`src/rtl/hqe_pkg.sv`:
```
// Shared constants, types and helper functions for the histogram quantile engine.
`default_nettype none

package hqe_pkg;

    localparam int SAMPLE_BITS   = 16;
    localparam int MAX_SAMPLES   = 1048576;
    localparam int NUM_QUANTILES = 4;
    localparam int FRACTION_BITS = 16;

    localparam int SAMPLE_W    = 16;
    localparam int BIN_W       = SAMPLE_BITS;
    localparam int NUM_BINS    = 1 << BIN_W;
    localparam int BIN_OFFSET  = 1 << (BIN_W - 1);
    localparam int CNT_W       = $clog2(MAX_SAMPLES + 1);
    localparam int FRAC_W      = FRACTION_BITS + 1;
    localparam int PROD_W      = FRAC_W + CNT_W;
    localparam int QUERY_SLOTS = 4;
    localparam int QIDX_W      = 2;
    localparam int QCNT_W      = 3;
    localparam int CFG_IDX_W   = 3;
    localparam int CFG_DATA_W  = 17;
    localparam int S_TDATA_W   = ((SAMPLE_W + 7) / 8) * 8;
    localparam int M_TDATA_W   = ((SAMPLE_W + QIDX_W + 7) / 8) * 8;
    localparam int M_PAD_W     = M_TDATA_W - SAMPLE_W - QIDX_W;

    localparam logic [FRAC_W-1:0] FRAC_ONE = FRAC_W'(1) << FRACTION_BITS;

    localparam logic [CFG_IDX_W-1:0] REG_QUANTILE_COUNT = 3'd0;
    localparam logic [CFG_IDX_W-1:0] REG_FRACTION_A     = 3'd1;
    localparam logic [CFG_IDX_W-1:0] REG_FRACTION_B     = 3'd2;
    localparam logic [CFG_IDX_W-1:0] REG_FRACTION_C     = 3'd3;
    localparam logic [CFG_IDX_W-1:0] REG_FRACTION_D     = 3'd4;

    typedef struct packed {
        logic              sample_take;
        logic              walk_start;
        logic              walk_scan;
        logic              thr_load;
        logic [QIDX_W-1:0] qidx;
    } hqe_cmd_t;

    typedef struct packed {
        logic              walk_busy;
        logic [QCNT_W-1:0] eff_count;
    } hqe_status_t;

    // Saturate a raw sample to the bin range and offset it to an unsigned bin index.
    function automatic logic [BIN_W-1:0] to_bin(input logic [SAMPLE_W-1:0] raw);
        int v;
        v = int'($signed(raw));
        if (v < -BIN_OFFSET) v = -BIN_OFFSET;
        if (v > BIN_OFFSET - 1) v = BIN_OFFSET - 1;
        return BIN_W'(v + BIN_OFFSET);
    endfunction

    // Map a bin index back to its signed sample value.
    function automatic logic [SAMPLE_W-1:0] bin_to_value(input logic [BIN_W-1:0] bin);
        logic signed [BIN_W-1:0] sv;
        sv = $signed({~bin[BIN_W-1], bin[BIN_W-2:0]});
        return SAMPLE_W'(sv);
    endfunction

endpackage

`default_nettype wire

```
`src/rtl/hqe_ctrl.sv`:
```
// Sequencer for counting, threshold setup, histogram walk and result delivery.
`default_nettype none

module hqe_ctrl (
    input  wire logic                aclk,
    input  wire logic                aresetn,
    input  wire logic                s_tvalid,
    output logic                     s_tready,
    input  wire logic                s_tlast,
    output logic                     m_tvalid,
    input  wire logic                m_tready,
    output logic                     m_tlast,
    output hqe_pkg::hqe_cmd_t        cmd,
    input  wire hqe_pkg::hqe_status_t status
);
    import hqe_pkg::*;

    typedef enum logic [2:0] {
        ST_CLR_GO,
        ST_CLR,
        ST_COUNT,
        ST_THRESH,
        ST_SCAN_GO,
        ST_SCAN,
        ST_EMIT
    } state_t;

    state_t            state_reg;
    logic [QIDX_W-1:0] qidx_reg;
    logic              s_tready_reg;
    logic              m_tvalid_reg;
    logic              take;
    logic              last_query;

    assign take       = s_tvalid && s_tready_reg;
    assign last_query = ({1'b0, qidx_reg} == status.eff_count - QCNT_W'(1));

    always_ff @(posedge aclk) begin
        if (!aresetn) begin
            state_reg    <= ST_CLR_GO;
            qidx_reg     <= '0;
            s_tready_reg <= 1'b0;
            m_tvalid_reg <= 1'b0;
        end else begin
            unique case (state_reg)
                ST_CLR_GO: begin
                    state_reg <= ST_CLR;
                end
                ST_CLR: begin
                    if (!status.walk_busy) begin
                        state_reg    <= ST_COUNT;
                        s_tready_reg <= 1'b1;
                    end
                end
                ST_COUNT: begin
                    if (take && s_tlast) begin
                        state_reg    <= ST_THRESH;
                        s_tready_reg <= 1'b0;
                        qidx_reg     <= '0;
                    end
                end
                ST_THRESH: begin
                    // one threshold per cycle through the shared multiplier
                    if (qidx_reg == QIDX_W'(QUERY_SLOTS - 1)) begin
                        state_reg <= ST_SCAN_GO;
                        qidx_reg  <= '0;
                    end else begin
                        qidx_reg <= qidx_reg + QIDX_W'(1);
                    end
                end
                ST_SCAN_GO: begin
                    state_reg <= ST_SCAN;
                end
                ST_SCAN: begin
                    if (!status.walk_busy) begin
                        state_reg    <= ST_EMIT;
                        m_tvalid_reg <= 1'b1;
                    end
                end
                ST_EMIT: begin
                    if (m_tready) begin
                        if (last_query) begin
                            state_reg    <= ST_COUNT;
                            m_tvalid_reg <= 1'b0;
                            s_tready_reg <= 1'b1;
                            qidx_reg     <= '0;
                        end else begin
                            qidx_reg <= qidx_reg + QIDX_W'(1);
                        end
                    end
                end
                default: begin
                    state_reg <= ST_CLR_GO;
                end
            endcase
        end
    end

    assign s_tready = s_tready_reg;
    assign m_tvalid = m_tvalid_reg;
    assign m_tlast  = last_query;

    always_comb begin
        cmd.sample_take = take;
        cmd.walk_start  = (state_reg == ST_CLR_GO) || (state_reg == ST_SCAN_GO);
        cmd.walk_scan   = (state_reg == ST_SCAN_GO);
        cmd.thr_load    = (state_reg == ST_THRESH);
        cmd.qidx        = qidx_reg;
    end

endmodule

`default_nettype wire

```
`config.mk`:
```
export PLATFORM = sky130hd
export DESIGN_NAME = hqe_ctrl
export DESIGN_NICKNAME = d
export VERILOG_FILES = /design/src/rtl/hqe_pkg.sv /design/src/rtl/hqe_ctrl.sv
export SDC_FILE = /design/constraint.sdc
export NUM_CORES = 1
export LEC_CHECK = 0
export ABC_AREA = 1
export BUFFER_PORTS_ARGS = -buffer_cell sky130_fd_sc_hd__buf_4
export CAP_MARGIN = 0
export CORE_MARGIN = 5
export CORE_UTILIZATION = 50
export CTS_CLUSTER_DIAMETER = 30
export DETAILED_ROUTE_END_ITERATION = 10
export PLACE_DENSITY = 0.77
export SETUP_SLACK_MARGIN = 0.2
export SYNTH_ARGS = -nofsm -noshare
export SYNTH_HDL_FRONTEND = slang
export SYNTH_SLANG_ARGS = --single-unit
```
`constraint.sdc`:
```
create_clock -name aclk -period 1.6 [get_ports aclk]
set_clock_uncertainty 0.1 [all_clocks]
set_input_delay 0 -clock aclk [delete_from_list [all_inputs] [get_ports aclk]]
set_output_delay 0 -clock aclk [all_outputs]
set_load 0.1 [all_outputs]
```
; ---- Word level (Yosys, flattened, before mapping)
; Index checks and enable logic that the tools add are counted.
[totals]
ff_bits = 7
input_bits = 9
output_inout_bits = 9
word_cells = 51
[classes]
n_addsub = 2
eq_ne = 14
n_mux = 20
n_reduce_logical = 11
[ops]
columns = operator, n
row1 = one-hot mux 3 bit (7 select lines), 1
row2 = two-way mux 3 bit, 6
row3 = != test 2 bit (second input constant), 5
row4 = == test 3 bit (second input constant), 3
row5 = two-way mux 2 bit, 4
row6 = == test 3 x 2 -> 1 bit (second input constant), 2
row7 = two-way mux 1 bit, 6
row8 = one-hot mux 2 bit (3 select lines), 1
row9 = AND reduction 6 bit, 1
row10 = nonzero test 3 bit, 2
row11 = AND reduction 5 bit, 1
row12 = AND reduction 4 bit, 1
row13 = == test 2 x 3 -> 1 bit, 1
row14 = == test 3 x 1 -> 1 bit (second input constant), 1
row15 = logical NOT 3 bit, 1
row16 = one-hot mux 1 bit (3 select lines), 1
row17 = AND reduction 3 bit, 1
row18 = subtractor 3 x 1 -> 3 bit (second input constant), 1
row19 = adder 2 x 1 -> 2 bit (second input constant), 1
row20 = == test 2 bit (second input constant), 1
row21 = logical AND 1 bit, 2
row22 = != test 2 x 1 -> 1 bit (second input constant), 1
row23 = one-hot mux 1 bit (2 select lines), 1
row24 = nonzero test 2 bit, 1
row25 = logical OR 1 bit, 1

; ---- Logic depth before layout (Yosys ltp)
; Gate-level depths: netlist (run 1).
[logic_depth]
depth_word = 5
depth_mapped = 12
ltp_nobuf = 12

; ---- Worst setup path after synthesis (run 1)
; No wires, ideal clock.
[synth_timing]
path_type = register -> output
from = reg state_reg[0]
to = out cmd[3] (netlist name)
t_arrival_ns = 2.593
t_required_ns = 1.500
slack_ns = -1.093
path_stages_with_launch = 5
path_buffers = 1
path_cell_list = dfxtp_1 > buf_6 > nor2_1 > nand2_1 > inv_1
[synth_rtl]
columns = item, line_no
row1 = from (decl), hqe_ctrl.sv:28  ; state_t state_reg;
row2 = from (signal assigned), hqe_ctrl.sv:40  ; state_reg <= ST_CLR_GO;
row3 = from (signal assigned), hqe_ctrl.sv:47  ; state_reg <= ST_CLR;
row4 = from (signal assigned), hqe_ctrl.sv:51  ; state_reg <= ST_COUNT;
row5 = to (decl), hqe_ctrl.sv:13  ; output hqe_pkg::hqe_cmd_t cmd,

==> results of run 1 <==
==> kinds of logic after synthesis <==
group	share of synthesized area, %
xor+xnor	1.35
compound gates	8.28
simple gates	46.0
fa+ha+maj	3.85
buf+inv	18.9
flops	21.6
==> stage by stage <==
| step | total power, µW | hold slack (ns) | cells |
|---|---|---|---|
| 4_1_cts | 1560 | 0.168 | 133 |
| 3_5_place_dp | 1390 | 0.157 | 128 |
| 5_1_grt | 1680 | 0.206 | 133 |
| 6_report | 1560 | 0.169 | 133 |
| 2_1_floorplan | 1270 | 0.0107 | 100 |
| 3_3_place_gp | 1380 | 0.151 | 128 |
==> final cells by class <==
type	instances	area, µm²	area share (%)
Tap cell	15	18.8	2.24
Sequential cell	7	160	19.1
Clock buffer	4	26.3	3.13
Multi-Input combinational cell	68	404	48.1
Timing Repair Buffer	18	141	16.8
Inverter	21	88.8	10.6
==> cell usage in the layout, fill, tap and decap left out <==
cell            n
xnor2_1         1
dfxtp_4         5
buf_4          16
dlygate4sd3_1   1
nand2_2         4
buf_6           1
nor2_2          1
ha_1            2
o21ai_0         1
nor2_1          4
dfxtp_1         1
nand2_4         5
clkinvlp_4      2
a21oi_1         8
and3_1          1
inv_1          15
inv_4           1
nand2_1        24
nor2_4          4
dfxtp_2         1
clkbuf_4        3
nand4_1         2
inv_2           3
nand3_2         2
clkbuf_1        1
nand3_1         8
o21ai_2         1
==> worst max-delay path, delay by kind of cell (launching register included) <==
family	cells	cell delay, ns
flip-flops	1	0.39
buffers and inverters	2	0.37
AND/OR/NAND/NOR	2	0.24
==> layer usage <==
layer	routed length (µm)	vias to the layer above	GRT usage [%]	part of all wire (%)
met4	32	0	10.2	2.5
li1	-	342	-	-
met1	652	258	21.5	50
met5	0	-	0	0
met2	559	13	20.1	43
met3	51	4	1.58	3.9
==> worst min path at each step <==
stage | startpoint | end | slack (ns) | cells past startpoint
6_report | status[3] | m_tvalid | 0.17 | 6
5_1_grt | status[3] | state_reg[2] | 0.21 | 6
3_3_place_gp | aresetn | s_tready | 0.15 | 3
2_1_floorplan | aresetn | s_tready | 0.01 | 2
4_1_cts | status[3] | m_tvalid | 0.17 | 6
3_5_place_dp | aresetn | s_tready | 0.16 | 3
==> power groups by stage <==
| stage | logic (µW) | clock network (µW) | registers [µW] |
|---|---|---|---|
| floorplan | 837 | 0 | 433 |
| global placement | 1020 | 0 | 360 |
| detailed placement | 1030 | 0 | 364 |
| CTS | 1040 | 162 | 361 |
| global route | 1120 | 173 | 389 |
| finish | 1030 | 154 | 374 |
==> what timing repair did <==
| item | in CTS | in global routing |
|---|---|---|
| hold buffers | 1 | 0 |
| endpoints found under the setup margin | 5 | 7 |
| setup buffers | 0 | 0 |
| gates resized for setup | 2 | 6 |
| hold endpoints to repair | 6 | 0 |
| pin swaps | 0 | 2 |
==> results_dict.tcl, run 1 <==
set metrics [dict create \
    clk_latency_ns 0.24 \
    drt_pre_antenna_iters 4 \
    path_max_fanout 8 \
    clkTransAtPathRegs_ns 0.05 \
    crit_chain "nor2_4 > nand2_1 > clkinvlp_4 > buf_4" \
    dp_slack_ns 0.178 \
    fp.dieW_um 46.0 \
    power_density_mw_per_mm2 1860 \
    hold_class "input pin to flop" \
    area_growth_pct 29.3 \
    swShare_pct 58.9 \
    worstPathRequired_ns 1.50 \
    vias_per_cell 4.64 \
    yosys-top-cells-count "nand2_1 (26), inv_1 (19), nand3_1 (9)" \
    port-buffer-count 17 \
    rr_endpoint "state_reg[0]" \
    largest_reg_flops 3 \
    ff2ff_setup_slack_ns 0.32 \
    ant_nets 0 \
    start_util_pct 51.2 \
    vias 617 \
    num_antenna_cells 0 \
    r2r_start "state_reg[2]" \
    drt_iter0_markers 21 \
    grt_antenna_before_repair 0 \
    cap_violations 0 \
    crit_path_end_kind "output pin" \
    max_slew_margin_pct 81.3 \
    core_area_mm2 0.00127 \
    crit_arrival_ns 1.23 \
    fillers 117 \
    finalSetupTns_ns 0 \
    vdd_ir_drop_max_uv 1360 \
    synth_area_um2 649 \
    async_flop_share_pct 0 \
    slowest_delay_ns 0.39 \
    synth_cells 100 \
    critPathCapture "cmd[3]" \
    hold_viol_final 0 \
    htree_levels 1 \
    numCtsBuffers 3 \
    fin_area_um2 840 \
    grt_max_degree 10 \
    status "finished clean" \
    finish.utilization_pct 66.2 \
    synth_most_common_cell "nand2_1" \
    detail_route.wl_per_cell_um 9.75 \
    cts_max_path_buffers 2 \
    setup_slack_ns 0.266 \
    synth_top_area_share_pct 21.6 \
    pwr-share-clk_pct 9.9 \
    grt_pass1_vias 536 \
    overflow 0 \
    synth_area_per_cell_um2 6.49 \
    cts.root.buffer_cell "clkbuf_4" \
    ys_types 21 \
    p_seq_share_pct 23.9 \
    yosys_warnings 0 \
    syn_nets 111 \
    ys.flop_type "dfxtp_1" \
    track_usage_pct 14.9 \
    finalMaxSlewViolations 0 \
    p_switching_uw 921 \
    drive_gt1_share_pct 41.5 \
    fmax_ghz 0.749 \
    grt_pass1_wl_mm 2.27 \
    critical-path-slowest-cell "dfxtp_4" \
    gp_congestion 0.798 \
    p_leak_uw 0.000442 \
    p_int_uw 642 \
    nNetsFinal 130 \
    synth-edff-count 0 \
    tritoncts "yes" \
    yosysSeqAreaShare_pct 21.6 \
    setup_viol_count_final 0 \
    ys_ff_latch 7 \
    fin_crit_ns 1.33 \
    fp.dieArea_mm2 0.00212 \
    placed_area_um2 788 \
    rsz0062_at_grt "no" \
    synth_area_leaders "dfxtp_1 (22%), nand2_1 (15%), inv_1 (11%)" \
    dpl.hpwl_mm 1.10 \
    pwr-share-comb_pct 66.2 \
    num_rows 13 \
    finalCritPeriodShare_pct 83.4 \
    tightest_slew_ns 0.282 \
    cp-startpoint "state_reg[0]" \
    clock-sinks 7 \
    wirelength_mm 1.30 \
    io-pin-count 18 \
    synth_top_area_cell "dfxtp_1" \
    die_height_um 46.0 \
    rr_worst_depth 7 \
    drc 0 \
    startpoint_type "flop" \
    worstSetupPathType "flop to output pin" \
]
(Power assumes the default switching activity.)
==> inputs of run 2 (changes only) <==
==> constraint.sdc (replaced) <==
create_clock -name aclk -period 1.3 [get_ports aclk]
set_clock_uncertainty 0.1 [all_clocks]
set_input_delay 0 -clock aclk [delete_from_list [all_inputs] [get_ports aclk]]
set_output_delay 0 -clock aclk [all_outputs]
set_load 0.1 [all_outputs]
==> run 2 against run 1 <==
Compared with the run above:
- highest routed layer unchanged
- design area up 26%
- critical endpoint is now state_reg[1]
- clock power up 28%
- sequential cell count unchanged
- cell count up 9.0%
- the flow now finishes with violations (setup timing)
- hold slack better by 0.017 ns
- register-to-register slack worse by 0.41 ns
- die area unchanged
- critical path type is now flop to flop
- largest power group unchanged
==> results_dict.tcl, run 2 (synthesis gave the netlist of run 1 again) <==
set metrics [dict create \
    io-pin-count 18 \
    wirelength_mm 1.99 \
    ant_nets 0 \
    cap_violations 0 \
    cts_max_path_buffers 2 \
    grt_pass1_wl_mm 2.82 \
    vias 738 \
    num_antenna_cells 0 \
    finalCritPeriodShare_pct 107 \
    placed_area_um2 826 \
    worstPathRequired_ns 1.38 \
    fillers 74 \
    holdWs_ns 0.186 \
    p_leak_uw 0.000520 \
    layout_common_cells "buf_4 (21), nand2_1 (19), inv_1 (14)" \
    setup_viol_count_final 5 \
    grt_max_degree 9 \
    drt_pre_antenna_iters 4 \
    tritoncts "yes" \
    area_growth_pct 62.8 \
    max_slew_margin_pct 77.6 \
    setup_slack_ns -0.0893 \
    gp_congestion 0.869 \
    grt_pass1_vias 649 \
    multiInputGateArea_um2 473 \
    cts.root.buffer_cell "clkbuf_4" \
    overflow 0 \
    port-buffer-count 17 \
    htree_levels 1 \
    finish.utilization_pct 83.3 \
    start_util_pct 51.2 \
    hold_class "input pin to flop" \
    status "finished with violations" \
    crit_buf_inv 1 \
    slowest_delay_ns 0.36 \
    crit_chain "buf_6 > nor2_4 > nand2_2 > o21ai_4 > nor2_4 > nand2_2 > nand2_2 > a21oi_2" \
    worstSetupPathType "flop to flop" \
    dp_slack_ns -0.0331 \
    die_height_um 46.0 \
    crit_arrival_ns 1.47 \
    finalMaxSlewViolations 0 \
    largest_reg_flops 3 \
    fp.dieArea_mm2 0.00212 \
    numCtsBuffers 3 \
    fin_area_mm2 0.00106 \
    track_usage_pct 19.1 \
    fp.dieW_um 46.0 \
    drt_iter0_markers 23 \
    tightest_slew_ns 0.334 \
    cp_top_family "simple AND/OR/NAND/NOR gates" \
    detail_route.wl_per_cell_um 13.7 \
    violations "setup timing" \
    hold_viol_final 0 \
    clk_latency_ns 0.25 \
    seq_area_um2 163 \
    num_rows 13 \
    clkTransAtPathRegs_ns 0.05 \
    rr_worst_depth 8 \
    critical-path-slowest-cell "dfxtp_4" \
    fin_crit_ns 1.39 \
    hold_path_depth 7 \
    grt_antenna_before_repair 0 \
    fmax_ghz 0.720 \
    finalSetupTns_ns -0.270 \
    vias_per_cell 5.09 \
    startpoint_type "flop" \
    core_area_mm2 0.00127 \
    path_common_cell "nand2_2" \
    vdd_ir_drop_max_uv 1480 \
    nNetsFinal 142 \
    crit_path_end_kind "flop" \
    drive_gt1_share_pct 56.2 \
    clock-sinks 7 \
    layout_commonest_cell "buf_4" \
    drc 0 \
    crit_cells 8 \
    path_max_fanout 7 \
    dpl.hpwl_mm 1.21 \
    power_density_mw_per_mm2 2270 \
    rsz0062_at_grt "yes" \
]
[run 2: cell count changes in the layout (fill, tap and decap cells not counted), sizes merged]
cell / change
buf: +12
[run 2: layout make-up]
| class | count | area share, % |
|---|---|---|
| tap | 15 | 1.78 |
| sequential | 7 | 15.4 |
| multi-input combinational | 68 | 44.7 |
| timing repair buffer | 30 | 27.2 |
| inverter | 21 | 8.40 |
| clock buffer | 4 | 2.49 |
[run 2: layer usage]
| metal | vias to the layer above | wire [µm] | GRT usage (%) |
|---|---|---|---|
| met5 | - | 0 | 0 |
| met4 | 0 | 31 | 10.8 |
| met3 | 4 | 75 | 3.16 |
| met2 | 19 | 1090 | 33.5 |
| met1 | 347 | 788 | 21.1 |
| li1 | 368 | - | - |
[run 2: power by group]
group          internal, µW  switching (µW)
Clock                   117            79.7
Combinational           635            1130
Sequential              311             126
[run 2: stage by stage]
step	instances	power, µW
2_1_floorplan	100	1570
3_3_place_gp	133	1760
3_5_place_dp	133	1780
4_1_cts	143	2290
5_1_grt	145	2540
6_report	145	2400
[run 2: worst reg2reg max path: cells and delay by family (launching register included)]
kind,cells,cell delay (ns)
simple gates,5,0.52
flops,1,0.36
compound gates,2,0.21
buf+inv,1,0.13
[run 2: worst paths after layout]
kind                startpoint           end  slack, ns
hold / removal        m_tready   qidx_reg[1]       0.19
setup reg to reg  state_reg[2]  state_reg[1]      -0.09
setup / recovery  state_reg[2]  state_reg[1]      -0.09
hold reg to reg       m_tvalid      m_tvalid       0.39
[run 2: repair_timing]
item,4_1_cts,5_1_grt
gates cloned,0,0
setup buffers,5,2
pin swaps,8,9
endpoints found under the setup margin,11,12
hold buffers,1,0
gates resized for setup,29,10
endpoints found under the hold margin,6,0
==> inputs of run 3 (changes only) <==
--- a/config.mk
+++ b/config.mk
@@ -10,10 +10,10 @@
 export CAP_MARGIN = 0
 export CORE_MARGIN = 5
 export CORE_UTILIZATION = 50
-export CTS_CLUSTER_DIAMETER = 30
 export DETAILED_ROUTE_END_ITERATION = 10
 export PLACE_DENSITY = 0.77
 export SETUP_SLACK_MARGIN = 0.2
 export SYNTH_ARGS = -nofsm -noshare
 export SYNTH_HDL_FRONTEND = slang
 export SYNTH_SLANG_ARGS = --single-unit
+export TNS_END_PERCENT = 30
==> run 3 against run 2 <==
Compared with the run above:
- the flow still finishes with violations (setup timing)
- register-to-register slack improved by 0.05 ns
- global-route usage decreased by 2.2 points
- via count fell by 2.2%
- total power shrank 2.6%
- sequential share of layout area decreased by 0.44 points
- sequential power shrank 16%
- critical path depth is the same
- largest power group unchanged
==> results_dict.tcl, run 3 (synthesis gave the netlist of run 1 again) <==
set metrics [dict create \
    status "finished with violations" \
    violations "setup timing" \
    clkTransAtPathRegs_ns 0.05 \
    fin_area_mm2 0.00105 \
    nNetsFinal 143 \
    drt_pre_antenna_iters 4 \
    rsz0062_at_grt "yes" \
    ff2ff_setup_slack_ns -0.04 \
    p_leak_uw 0.000533 \
    multiInputGateArea_um2 460 \
    vdd_ir_drop_max_uv 1450 \
    cts.root.buffer_cell "clkbuf_4" \
    num_rows 13 \
    finalSetupTns_ns -0.166 \
    layout_commonest_cell "buf_4" \
    placed_area_um2 835 \
    detail_route.wl_per_cell_um 12.7 \
    grt_antenna_before_repair 0 \
    crit_path_end_kind "flop" \
    grt_max_degree 9 \
    finish.utilization_pct 83.1 \
    wirelength_mm 1.86 \
    vias 722 \
    start_util_pct 51.2 \
    worstSetupPathType "flop to flop" \
    hold_class "input pin to flop" \
    setup_viol_count_final 8 \
    finalCritPeriodShare_pct 103 \
    dp_cells 135 \
    port-buffer-count 17 \
    vias_per_cell 4.95 \
    gp_congestion 0.834 \
    htree_levels 1 \
    ant_nets 0 \
    startpoint_type "flop" \
    fin_crit_ns 1.34 \
    setup_slack_ns -0.0350 \
    finalMaxSlewViolations 0 \
    clock-sinks 7 \
    fmax_ghz 0.749 \
    area_growth_pct 62.4 \
    tritoncts "yes" \
    core_area_mm2 0.00127 \
    stdcell_count 146 \
    die_height_um 46.0 \
    power_density_mw_per_mm2 2210 \
    r2r_start "state_reg[0]" \
    worstPathRequired_ns 1.34 \
    grt_pass1_vias 632 \
    fp.dieArea_mm2 0.00212 \
    io-pin-count 18 \
    layout_common_cells "buf_4 (21), nand2_1 (18), inv_1 (13)" \
    overflow 0 \
    path_max_fanout 8 \
    largest_reg_flops 3 \
    hold_viol_final 0 \
    hold_path_depth 7 \
    crit_arrival_ns 1.38 \
    seq_area_um2 158 \
    max_slew_margin_pct 81.5 \
    rr_worst_depth 8 \
    fp.dieW_um 46.0 \
    holdCritStartpoint "m_tready" \
    clk_latency_ns 0.25 \
    rr_endpoint "m_tvalid" \
    drive_gt1_share_pct 57.3 \
    grt_pass1_wl_mm 2.54 \
    tightest_slew_ns 0.279 \
    numCtsBuffers 3 \
    dpl.hpwl_mm 1.17 \
    cts_max_path_buffers 2 \
    drt_iter0_markers 21 \
    track_usage_pct 16.9 \
    min_to "qidx_reg[1]" \
    cap_violations 0 \
    drc 0 \
    holdWs_ns 0.168 \
    fillers 79 \
    num_antenna_cells 0 \
]
==> run 3: where the power goes <==
part           leakage [µW]  total, µW  internal [µW]  switching [µW]
registers         0.0000608        369            300            69.2
clock network     0.0000150        196            117            79.3
logic              0.000457       1770            617            1150
==> run 3: repair_timing <==
item | in CTS | in global routing
hold buffers | 1 | 0
endpoints found under the setup margin | 11 | 12
setup buffers | 2 | 4
gates resized for setup | 23 | 21
gates cloned | 0 | 0
endpoints found under the hold margin | 6 | 0
pin swaps | 11 | 11
==> run 3: area by class of cell <==
class / instances / share of cell area [%]
clock buffers: 4 / 2.49
inverters: 21 / 8.30
well taps: 15 / 1.78
multi-input cells: 68 / 43.7
flip-flops and latches: 7 / 14.9
repair buffers: 31 / 28.8
==> run 3: how the worst max path moves through the flow <==
stage	endpoint	startpoint	cells after the start	slack, ns
after global routing	s_tready	qidx_reg[0]	9	-0.1
after floorplan	state_reg[1]	state_reg[1]	9	-0.35
after CTS	state_reg[1]	state_reg[0]	10	-0.01
final	m_tvalid	state_reg[0]	8	-0.04
after detailed placement	state_reg[0]	state_reg[0]	7	-0.002
after global placement	s_tready	status[0]	10	-0.01
==> run 3: per-stage QoR <==
step                      power (µW)  worst slack [ns]
final                           2330           -0.0350
after global placement          1810           -0.0105
after detailed placement        1820          -0.00181
after CTS                       2180           -0.0144
after floorplan                 1540            -0.354
after global routing            2480           -0.0984
==> run 3: critical path: stages (launching register included) <==
cell and delay (ns):
dfxtp_4 0.35, buf_6 0.12, inv_4 0.07, nand3_2 0.09
inv_2 0.10, nand2_4 0.09, buf_4 0.15, a21oi_1 0.11
nor2_1 0.05
==> run 3: metal layers <==
metal / wire, µm / GRT usage [%] / part of all wire [%]
met1: 842 / 20.8 / 45
met5: 0 / 0 / 0
met4: 25 / 13.6 / 1.3
met3: 94 / 1.58 / 5.1
met2: 892 / 26.1 / 48
